## config.mk

```make
export PLATFORM = sky130hd
export DESIGN_NAME = cbor_head_encoder
export DESIGN_NICKNAME = d
export VERILOG_FILES = /design/src/cbh_pkg.sv /design/src/cbh_plan.sv /design/src/cbh_serial.sv /design/src/cbor_head_encoder.sv
export SDC_FILE = /design/constraint.sdc
export NUM_CORES = 1
export LEC_CHECK = 0
export BUFFER_PORTS_ARGS = -buffer_cell sky130_fd_sc_hd__buf_2
export CORE_MARGIN = 5
export CORE_UTILIZATION = 59
export CTS_CLUSTER_DIAMETER = 80
export DETAILED_ROUTE_END_ITERATION = 16
export PLACE_DENSITY = 0.82
export RECOVER_POWER = 50
export SKIP_CTS_REPAIR_TIMING = 1
export SYNTH_ARGS = -nofsm -noshare
export SYNTH_HDL_FRONTEND = slang
export SYNTH_SLANG_ARGS = --single-unit
```

## constraint.sdc

```tcl
create_clock -name aclk -period 7.8 [get_ports aclk]
set_input_delay 0.78 -clock aclk [delete_from_list [all_inputs] [get_ports aclk]]
set_output_delay 0.78 -clock aclk [all_outputs]
set_load 0.005 [all_outputs]
```

## src/cbh_pkg.sv

```systemverilog
// Shared types and constants for the CBOR item head encoder.
`default_nettype none
package cbh_pkg;

    localparam int POS_W            = 13;
    localparam int MAX_BUFFER_DEF   = 4096;
    localparam logic [POS_W-1:0] BUF_SIZE_RESET = 13'd4096;

    localparam logic [2:0] MODE_UINT    = 3'd0;
    localparam logic [2:0] MODE_MAP     = 3'd1;
    localparam logic [2:0] MODE_TEXT    = 3'd2;
    localparam logic [2:0] MODE_BYTES   = 3'd3;
    localparam logic [2:0] MODE_PAYLOAD = 3'd4;
    localparam logic [2:0] MODE_RESTART = 3'd5;

    localparam logic [2:0] MAJOR_UINT  = 3'd0;
    localparam logic [2:0] MAJOR_BYTES = 3'd2;
    localparam logic [2:0] MAJOR_TEXT  = 3'd3;
    localparam logic [2:0] MAJOR_MAP   = 3'd5;

    localparam logic [4:0] AI_MAX_IMM = 5'd23;
    localparam logic [4:0] AI_ONE     = 5'd24;
    localparam logic [4:0] AI_TWO     = 5'd25;
    localparam logic [4:0] AI_FOUR    = 5'd26;
    localparam logic [4:0] AI_EIGHT   = 5'd27;

    localparam logic [1:0] STATUS_OK      = 2'd0;
    localparam logic [1:0] STATUS_OOM     = 2'd1;
    localparam logic [1:0] STATUS_UNKNOWN = 2'd2;

    typedef struct packed {
        logic [3:0]  cnt;
        logic        has_bytes;
        logic [7:0]  head;
        logic [63:0] tail;
        logic [1:0]  status;
    } plan_t;

    typedef struct packed {
        logic [7:0] out_byte;
        logic       byte_valid;
        logic [1:0] status;
        logic       last;
    } beat_t;

endpackage
`default_nettype wire

```

## src/cbh_plan.sv

```systemverilog
// Command decode: head byte, tail length and status plan for one word.
`default_nettype none
module cbh_plan #(
    parameter int MAX_BUFFER_BYTES = cbh_pkg::MAX_BUFFER_DEF
) (
    input  wire logic [2:0]                mode,
    input  wire logic [63:0]               value,
    input  wire logic [7:0]                data_byte,
    input  wire logic [cbh_pkg::POS_W-1:0] buffer_size,
    input  wire logic [cbh_pkg::POS_W-1:0] pos,
    output cbh_pkg::plan_t                 plan
);

    logic [cbh_pkg::POS_W-1:0] cap;
    logic [cbh_pkg::POS_W-1:0] room0;
    logic [cbh_pkg::POS_W-1:0] room1;
    logic [cbh_pkg::POS_W-1:0] room_after;
    logic [cbh_pkg::POS_W-1:0] n_ext;
    logic [4:0]                ai;
    logic [3:0]                n;
    logic [2:0]                major;
    logic [63:0]               tail_sh;
    logic                      is_str;
    logic                      str_oom;

    always_comb begin
        cap   = (int'(buffer_size) > MAX_BUFFER_BYTES) ?
                cbh_pkg::POS_W'(MAX_BUFFER_BYTES) : buffer_size;
        room0 = (pos >= cap) ? '0 : cap - pos;
        room1 = room0 - cbh_pkg::POS_W'(1);
    end

    always_comb begin
        if (value[63:5] == '0 && value[4:0] <= cbh_pkg::AI_MAX_IMM) begin
            ai = value[4:0];
            n  = 4'd0;
        end else if (value[63:8] == '0) begin
            ai = cbh_pkg::AI_ONE;
            n  = 4'd1;
        end else if (value[63:16] == '0) begin
            ai = cbh_pkg::AI_TWO;
            n  = 4'd2;
        end else if (value[63:32] == '0) begin
            ai = cbh_pkg::AI_FOUR;
            n  = 4'd4;
        end else begin
            ai = cbh_pkg::AI_EIGHT;
            n  = 4'd8;
        end
        n_ext = cbh_pkg::POS_W'(n);
    end

    always_comb begin
        case (n)
            4'd1:    tail_sh = {value[7:0], 56'd0};
            4'd2:    tail_sh = {value[15:0], 48'd0};
            4'd4:    tail_sh = {value[31:0], 32'd0};
            default: tail_sh = value;
        endcase
    end

    always_comb begin
        unique case (mode)
            cbh_pkg::MODE_MAP:   major = cbh_pkg::MAJOR_MAP;
            cbh_pkg::MODE_TEXT:  major = cbh_pkg::MAJOR_TEXT;
            cbh_pkg::MODE_BYTES: major = cbh_pkg::MAJOR_BYTES;
            default:             major = cbh_pkg::MAJOR_UINT;
        endcase
        is_str     = (mode == cbh_pkg::MODE_TEXT) || (mode == cbh_pkg::MODE_BYTES);
        room_after = (n == 4'd0) ? room1 : room1 - n_ext;
        str_oom    = is_str && ((|value[63:cbh_pkg::POS_W]) ||
                     (value[cbh_pkg::POS_W-1:0] > room_after));
    end

    always_comb begin
        plan = '0;
        unique case (mode) inside
            cbh_pkg::MODE_PAYLOAD: begin
                plan.cnt = 4'd1;
                if (room0 == '0) begin
                    plan.status = cbh_pkg::STATUS_OOM;
                end else begin
                    plan.has_bytes = 1'b1;
                    plan.head      = data_byte;
                end
            end
            cbh_pkg::MODE_RESTART: begin
                plan.cnt = 4'd1;
            end
            cbh_pkg::MODE_UINT, cbh_pkg::MODE_MAP,
            cbh_pkg::MODE_TEXT, cbh_pkg::MODE_BYTES: begin
                plan.cnt = 4'd1;
                if (mode == cbh_pkg::MODE_MAP && (&value)) begin
                    plan.status = cbh_pkg::STATUS_UNKNOWN;
                end else if (room0 == '0) begin
                    plan.status = cbh_pkg::STATUS_OOM;
                end else begin
                    plan.has_bytes = 1'b1;
                    plan.head      = {major, ai};
                    if (n == 4'd0) begin
                        plan.status = str_oom ? cbh_pkg::STATUS_OOM : cbh_pkg::STATUS_OK;
                    end else if (room1 < n_ext) begin
                        plan.status = cbh_pkg::STATUS_OOM;
                    end else begin
                        plan.cnt    = n + 4'd1;
                        plan.tail   = tail_sh;
                        plan.status = str_oom ? cbh_pkg::STATUS_OOM : cbh_pkg::STATUS_OK;
                    end
                end
            end
            default: begin
            end
        endcase
    end

endmodule
`default_nettype wire

```

## src/cbh_serial.sv

```systemverilog
// Byte serializer: head byte then tail bytes shifted out most significant first.
`default_nettype none
module cbh_serial (
    input  wire logic    aclk,
    input  wire logic    aresetn,
    input  wire logic    load,
    input  wire cbh_pkg::plan_t plan,
    input  wire logic    adv,
    output logic         busy,
    output cbh_pkg::beat_t beat
);

    logic [3:0]  cnt_reg,    cnt_next;
    logic        first_reg,  first_next;
    logic        has_reg,    has_next;
    logic [7:0]  head_reg,   head_next;
    logic [63:0] tail_reg,   tail_next;
    logic [1:0]  status_reg, status_next;

    always_comb begin
        cnt_next    = cnt_reg;
        first_next  = first_reg;
        has_next    = has_reg;
        head_next   = head_reg;
        tail_next   = tail_reg;
        status_next = status_reg;
        if (load) begin
            cnt_next    = plan.cnt;
            first_next  = 1'b1;
            has_next    = plan.has_bytes;
            head_next   = plan.head;
            tail_next   = plan.tail;
            status_next = plan.status;
        end else if (adv) begin
            cnt_next   = cnt_reg - 4'd1;
            first_next = 1'b0;
            if (!first_reg) begin
                tail_next = {tail_reg[55:0], 8'd0};
            end
        end
    end

    always_ff @(posedge aclk) begin
        if (!aresetn) begin
            cnt_reg   <= '0;
            first_reg <= 1'b0;
        end else begin
            cnt_reg   <= cnt_next;
            first_reg <= first_next;
        end
        has_reg    <= has_next;
        head_reg   <= head_next;
        tail_reg   <= tail_next;
        status_reg <= status_next;
    end

    always_comb begin
        busy            = (cnt_reg != '0);
        beat.byte_valid = has_reg;
        beat.out_byte   = !has_reg ? 8'd0 : (first_reg ? head_reg : tail_reg[63:56]);
        beat.last       = (cnt_reg == 4'd1);
        beat.status     = beat.last ? status_reg : cbh_pkg::STATUS_OK;
    end

endmodule
`default_nettype wire

```

## src/cbor_head_encoder.sv

```systemverilog
// Top level: CBOR item head encoder with buffer position tracking.
// Result words are registered in the byte serializer and then in the output register.
// Throughput: one result word per cycle while m_axis_tready allows; an item with
// r result words (0 to 9) holds s_axis_tready low until all have left the serializer.
// Reset: write position 0, buffer_size 4096, no result pending.
`default_nettype none
module cbor_head_encoder #(
    parameter int MAX_BUFFER_BYTES = cbh_pkg::MAX_BUFFER_DEF
) (
    input  wire logic        aclk,
    input  wire logic        aresetn,
    input  wire logic        cfg_valid,
    output logic             cfg_ready,
    input  wire logic [12:0] cfg_data,       // buffer_size
    input  wire logic        s_axis_tvalid,
    output logic             s_axis_tready,
    input  wire logic [71:0] s_axis_tdata,   // value[63:0], data_byte[71:64]
    input  wire logic [2:0]  s_axis_tuser,   // mode[2:0]
    output logic             m_axis_tvalid,
    input  wire logic        m_axis_tready,
    output logic [23:0]      m_axis_tdata,   // out_byte[7:0], status[9:8], used_bytes[22:10]
    output logic             m_axis_tuser,   // byte_valid
    output logic             m_axis_tlast
);

    logic [cbh_pkg::POS_W-1:0] buf_size_reg, buf_size_next;
    logic [cbh_pkg::POS_W-1:0] pos_reg,      pos_next;
    logic                      m_valid_reg,  m_valid_next;
    cbh_pkg::beat_t            m_beat_reg,   m_beat_next;
    logic [cbh_pkg::POS_W-1:0] m_used_reg,   m_used_next;

    cbh_pkg::plan_t plan;
    cbh_pkg::beat_t beat;
    logic           busy;
    logic           accept;
    logic           take;

    cbh_plan #(
        .MAX_BUFFER_BYTES(MAX_BUFFER_BYTES)
    ) u_plan (
        .mode        (s_axis_tuser),
        .value       (s_axis_tdata[63:0]),
        .data_byte   (s_axis_tdata[71:64]),
        .buffer_size (buf_size_reg),
        .pos         (pos_reg),
        .plan        (plan)
    );

    cbh_serial u_serial (
        .aclk    (aclk),
        .aresetn (aresetn),
        .load    (accept),
        .plan    (plan),
        .adv     (take),
        .busy    (busy),
        .beat    (beat)
    );

    assign cfg_ready     = 1'b1;
    assign s_axis_tready = !busy;
    assign accept        = s_axis_tvalid && !busy;
    assign take          = busy && (!m_valid_reg || m_axis_tready);

    always_comb begin
        buf_size_next = buf_size_reg;
        pos_next      = pos_reg;
        m_valid_next  = m_valid_reg;
        m_beat_next   = m_beat_reg;
        m_used_next   = m_used_reg;
        if (cfg_valid) begin
            buf_size_next = cfg_data;
        end
        if (accept && s_axis_tuser == cbh_pkg::MODE_RESTART) begin
            pos_next = '0;
        end
        if (take) begin
            m_valid_next = 1'b1;
            m_beat_next  = beat;
            m_used_next  = pos_reg + cbh_pkg::POS_W'(beat.byte_valid);
            pos_next     = m_used_next;
        end else if (m_axis_tready) begin
            m_valid_next = 1'b0;
        end
    end

    always_ff @(posedge aclk) begin
        if (!aresetn) begin
            buf_size_reg <= cbh_pkg::BUF_SIZE_RESET;
            pos_reg      <= '0;
            m_valid_reg  <= 1'b0;
        end else begin
            buf_size_reg <= buf_size_next;
            pos_reg      <= pos_next;
            m_valid_reg  <= m_valid_next;
        end
        m_beat_reg <= m_beat_next;
        m_used_reg <= m_used_next;
    end

    assign m_axis_tvalid = m_valid_reg;
    assign m_axis_tdata  = {1'b0, m_used_reg, m_beat_reg.status, m_beat_reg.out_byte};
    assign m_axis_tuser  = m_beat_reg.byte_valid;
    assign m_axis_tlast  = m_beat_reg.last;

endmodule
`default_nettype wire
```

; ---- Word-level counts from Yosys, hierarchy flattened
; Cells that the tools add are included.
[totals]
ff_bits = 132
inputBits = 93
out_inout_bits = 29
wordCells = 104
[classes]
addsub = 6
order_cmp = 5
n_eq_ne = 10
n_mux = 42
reduce_logical = 27
[op_table]
columns = op, count
row1 = two-way mux 64 bit, 6
row2 = one-hot mux 64 bit (3 select lines), 1
row3 = two-way mux 77 bit, 2
row4 = two-way mux 13 bit, 5
row5 = AND reduction 64 bit, 1
row6 = logical NOT 59 bit, 1
row7 = logical NOT 56 bit, 1
row8 = OR reduction 51 bit, 1
row9 = logical NOT 48 bit, 1
row10 = logical NOT 32 bit, 1
row11 = two-way mux 4 bit, 8
row12 = one-hot mux 9 bit (2 select lines), 1
row13 = two-way mux 5 bit, 3
row14 = adder 13 x 1 -> 13 bit, 1
row15 = greater-or-equal comparator 13 bit, 1
row16 = > comparator 13 bit, 1
row17 = "> comparator 13 bit, second input constant", 1
row18 = logical NOT 13 bit, 1
row19 = < comparator 13 x 4 -> 1 bit, 1
row20 = "subtractor 13 x 1 -> 13 bit, second input constant", 1
row21 = subtractor 13 bit, 1
row22 = subtractor 13 x 4 -> 13 bit, 1
row23 = two-way mux 9 bit, 1
row24 = one-hot mux 3 bit (3 select lines), 1
row25 = 25 further kinds, 47

; ---- Longest topological paths before layout
[logic_depth]
depth_word = 16
mapped_depth = 31
mapped_depth_nobuf = 27

; ---- By module
; Synthesis repeated with hierarchy kept, for this count alone.
[unflattened]
hier_cells = 933
area_unflattened_um2 = 9263.9
[by_module_without_submodules]
columns = module, n_inst, cells_per_inst, area_each_um2, seq_area_each_um2
row1 = cbh_plan, 1, 567, 3711.1, 0.0
row2 = cbh_serial, 1, 202, 3447.1, 2352.3
row3 = cbor_head_encoder, 1, 164, 2105.8, 1291.2

; ---- Worst setup path after synthesis
; OpenSTA, ideal clock, no wires.
[synth_path]
path_kind = reg-to-reg
from = reg buf_size_reg[12] in the netlist's numbering
to = reg u_serial.status_reg[0], data pin
setup_ps = 259
arrival_time_ps = 6305
required_ps = 7541
setup_slack_ps = 1236
path_stages_with_launch = 31
n_path_buf = 5
synth_period_minus_slack_ps = 6564
path_cell_list = dfxtp_1 -> clkbuf_1 -> nor2b_1 -> ha_1 -> buf_4 -> nand2_2 -> or3_1 -> or3_4 -> o31ai_4 -> buf_2 -> clkbuf_1 -> or2_2 -> ha_1 -> clkbuf_1 -> inv_1 -> xnor2_1 -> ha_1 -> a21o_1 -> a21oi_1 -> o21ai_0 -> a211oi_1 -> and2_1 -> nand2_1 -> xnor2_1 -> ha_1 -> and4_1 -> a2111oi_0 -> o211a_1 -> o21ai_0 -> a21o_1 -> a211o_1
[synth_lines]
columns = item, line_no
row1 = start: declaration, cbor_head_encoder.sv:26  ; logic [cbh_pkg::POS_W-1:0] buf_size_reg, buf_size_next;
row2 = start signal: assignment, cbor_head_encoder.sv:88  ; buf_size_reg <= cbh_pkg::BUF_SIZE_RESET;
row3 = start signal: assignment, cbor_head_encoder.sv:92  ; buf_size_reg <= buf_size_next;
row4 = end signal: assignment, cbh_serial.sv:54  ; status_reg <= status_next;
row5 = end: declaration, cbh_serial.sv:18  ; logic [1:0] status_reg, status_next;

==> impl_metrics.json <==
{
  "final_cell_mix": "104 x buf_2, 100 x edfxtp_1, 66 x nand2_1, 46 x nor2b_1",
  "gr-total-overflow": 0,
  "period_minus_slack_ns": 7.10,
  "nets": 1079,
  "setup_viol": 0,
  "min_period_over_period_pct": 91.0,
  "fmax_mhz": 141,
  "numPortBuffers": 119,
  "route.detailed.drc": 0,
  "grt_pass1_wl_mm": 38.2,
  "crit_type": "flop to flop",
  "multi_input_area_mm2": 0.00479,
  "end_kind": "flop",
  "crit_fanout": 24,
  "violations": "max-capacitance violations, max-slew violations",
  "vias": 7415,
  "slowest_stage": "o31ai_4",
  "fin_skew_ns": 0.0149,
  "cts_tree": "yes",
  "crit_path_start": "buf_size_reg[12]",
  "yosys-top-cells-area": "edfxtp_1 34%, dfxtp_1 7.3%, ha_1 5.6%",
  "final_common_cell": "buf_2",
  "root_buffer": "clkbuf_16",
  "drt_wl_total_mm": 24.5,
  "post_drt_wl_per_cell_um": 21.4,
  "ir_worst_vdd_v": 0.000294,
  "ys_seq_area_share_pct": 41.5,
  "pwr-share-clk_pct": 17.9,
  "combPwrFrac_pct": 50.4,
  "cts.path.max_buffers": 2,
  "hold_violations": 0,
  "syn_nets": 985,
  "synth-seq-cells": 132,
  "start_util_pct": 60.2,
  "clock_latency_ns": 0.42,
  "dp_hpwl_mm": 17.2,
  "dr.first_iter.drc_count": 927,
  "drt_first_pass_iters": 5,
  "leakage_nw": 3.96,
  "power_switching_share_pct": 39.7,
  "nFillCells": 1131,
  "maxSlewViolCount": 187,
  "boundaryPins": 122,
  "yosys_most_used_dff": "edfxtp_1",
  "syn_area_per_cell_um2": 10.3,
  "power_frac_seq_pct": 31.7,
  "grt_antenna_before_repair": 1,
  "grtUsageTotal_pct": 27.2,
  "yosysTopAreaCell": "edfxtp_1",
  "row_count": 44,
  "yosys_warnings": 0,
  "relSlewSlack_pct": -162,
  "cp-start-kind": "flop",
  "power.switching_mw": 1.68,
  "rr_startpoint": "buf_size_reg[12]",
  "cts_htree_levels": 4,
  "die_x_um": 132,
  "hold_path_class": "flop to flop",
  "first_global_vias": 7109,
  "setup-tns-final_ns": 0,
  "slowest_delay_ns": 0.72,
  "largest_reg_flops": 64,
  "numClockSinks": 132,
  "die_area_mm2": 0.0174,
  "grt_max_degree": 80,
  "p_int_mw": 2.55,
  "async_flop_share_pct": 0,
  "hp-start": "pos_reg[7]",
  "synth.distinct_cells": 85,
  "yosysTopAreaCellShare_pct": 34.2,
  "ant_nets": 0,
  "rsz0062_at_grt": "false",
  "path_common_cell": "ha_1",
  "drive_gt1_share_pct": 20.5,
  "regArea_mm2": 0.00364,
  "gp_congestion": 0.965,
  "synth_edf_count": 100,
  "synthesis.area_mm2": 0.00878,
  "cap_violations": 3,
  "num_antenna_cells": 0,
  "die_h_um": 132,
  "worst_pin_slew_ns": 3.93,
  "syn_inst": 851,
  "core-area_mm2": 0.0146,
  "viasPerCell": 6.49,
  "fin_cells": 1142,
  "power_density_mw_per_mm2": 425,
  "critPathRequiredTime_ns": 7.96,
  "clk_pin_slew_ns": 0.06,
  "placed_cells": 1110,
  "cts_made_buffers": 17,
  "status": "finished, violations left",
  "hold_slack_ns": 0.513,
  "area_delta_synth_final_pct": 13.4,
  "arrival_ns": 7.26
}
-- metal layers --
layer	track usage [%]	share of wire [%]	vias up
met1	39.3	44	3540
met3	6.26	8.9	53
met2	41.0	45	361
li1	-	-	3459
met5	0	0.065	-
met4	7.94	2.0	2
-- worst paths after layout --
path,end,slack [ns],cells after the start
worst max register to register,u_serial.status_reg[0],0.70,26
worst min-delay path,pos_reg[7],0.51,2
worst min register to register,pos_reg[7],0.51,2
worst max-delay path,u_serial.status_reg[0],0.70,26
-- synthesized netlist by cell type, drive strengths merged (21+ instances only) --
cell,number
edfxtp,100
nand3,23
nor2b,46
o41ai,35
a21oi,41
a22o,22
xnor2,26
nand2,68
nand4,23
and3,24
mux2i,21
o21ai,31
inv,30
clkbuf,31
nor2,36
dfxtp,32
ha,39
-- worst max-delay path: cells and delay by family (launching register included) --
kind / cells / cell delay (ns)
adders and majority gates: 4 / 1.18
xor gates and xnor gates: 2 / 0.41
AOI/OAI and AO/OA: 12 / 3.24
DFF: 1 / 0.59
buffers and inverters: 2 / 0.21
and+or+nand+nor: 6 / 1.21
-- metrics by stage --
| stage | setup slack [ns] | power, mW | util, % | instance area, µm² |
|---|---|---|---|---|
| 2_1_floorplan | 1.24 | 2.94 | - | 8780 |
| 3_3_place_gp | 1.07 | 3.36 | 64.6 | 9420 |
| 3_5_place_dp | 0.878 | 3.42 | 64.6 | 9420 |
| 4_1_cts | 0.820 | 4.19 | 68.4 | 9980 |
| 5_1_grt | 0.319 | 4.53 | 68.2 | 9950 |
| 6_report | 0.701 | 4.23 | 68.2 | 9950 |
-- final cells by class --
type	count	area share, %
clock buffers	21	4.73
clock inverters	11	0.880
inverters	31	1.17
multi-input cells	638	48.2
flip-flops and latches	132	36.6
well taps	184	2.31
repair buffers	125	6.14
-- power groups by stage --
stage,clock network (mW),logic [mW],registers [mW]
after global routing,0.795,2.37,1.37
after floorplan,0,1.60,1.34
after detailed placement,0,2.10,1.32
after CTS,0.764,2.11,1.31
after global placement,0,2.05,1.31
final,0.758,2.13,1.34
-- logic make-up after synthesis --
logic type / synth area share, %
and+or+nand+nor: 19.7
AOI/OAI and AO/OA: 21.9
DFF: 41.5
buffers and inverters: 4.09
adders and majority gates: 6.01
xor gates and xnor gates: 3.99
muxes: 2.78
other: 0.0855
No activity file was read; power rests on OpenSTA's default activity.
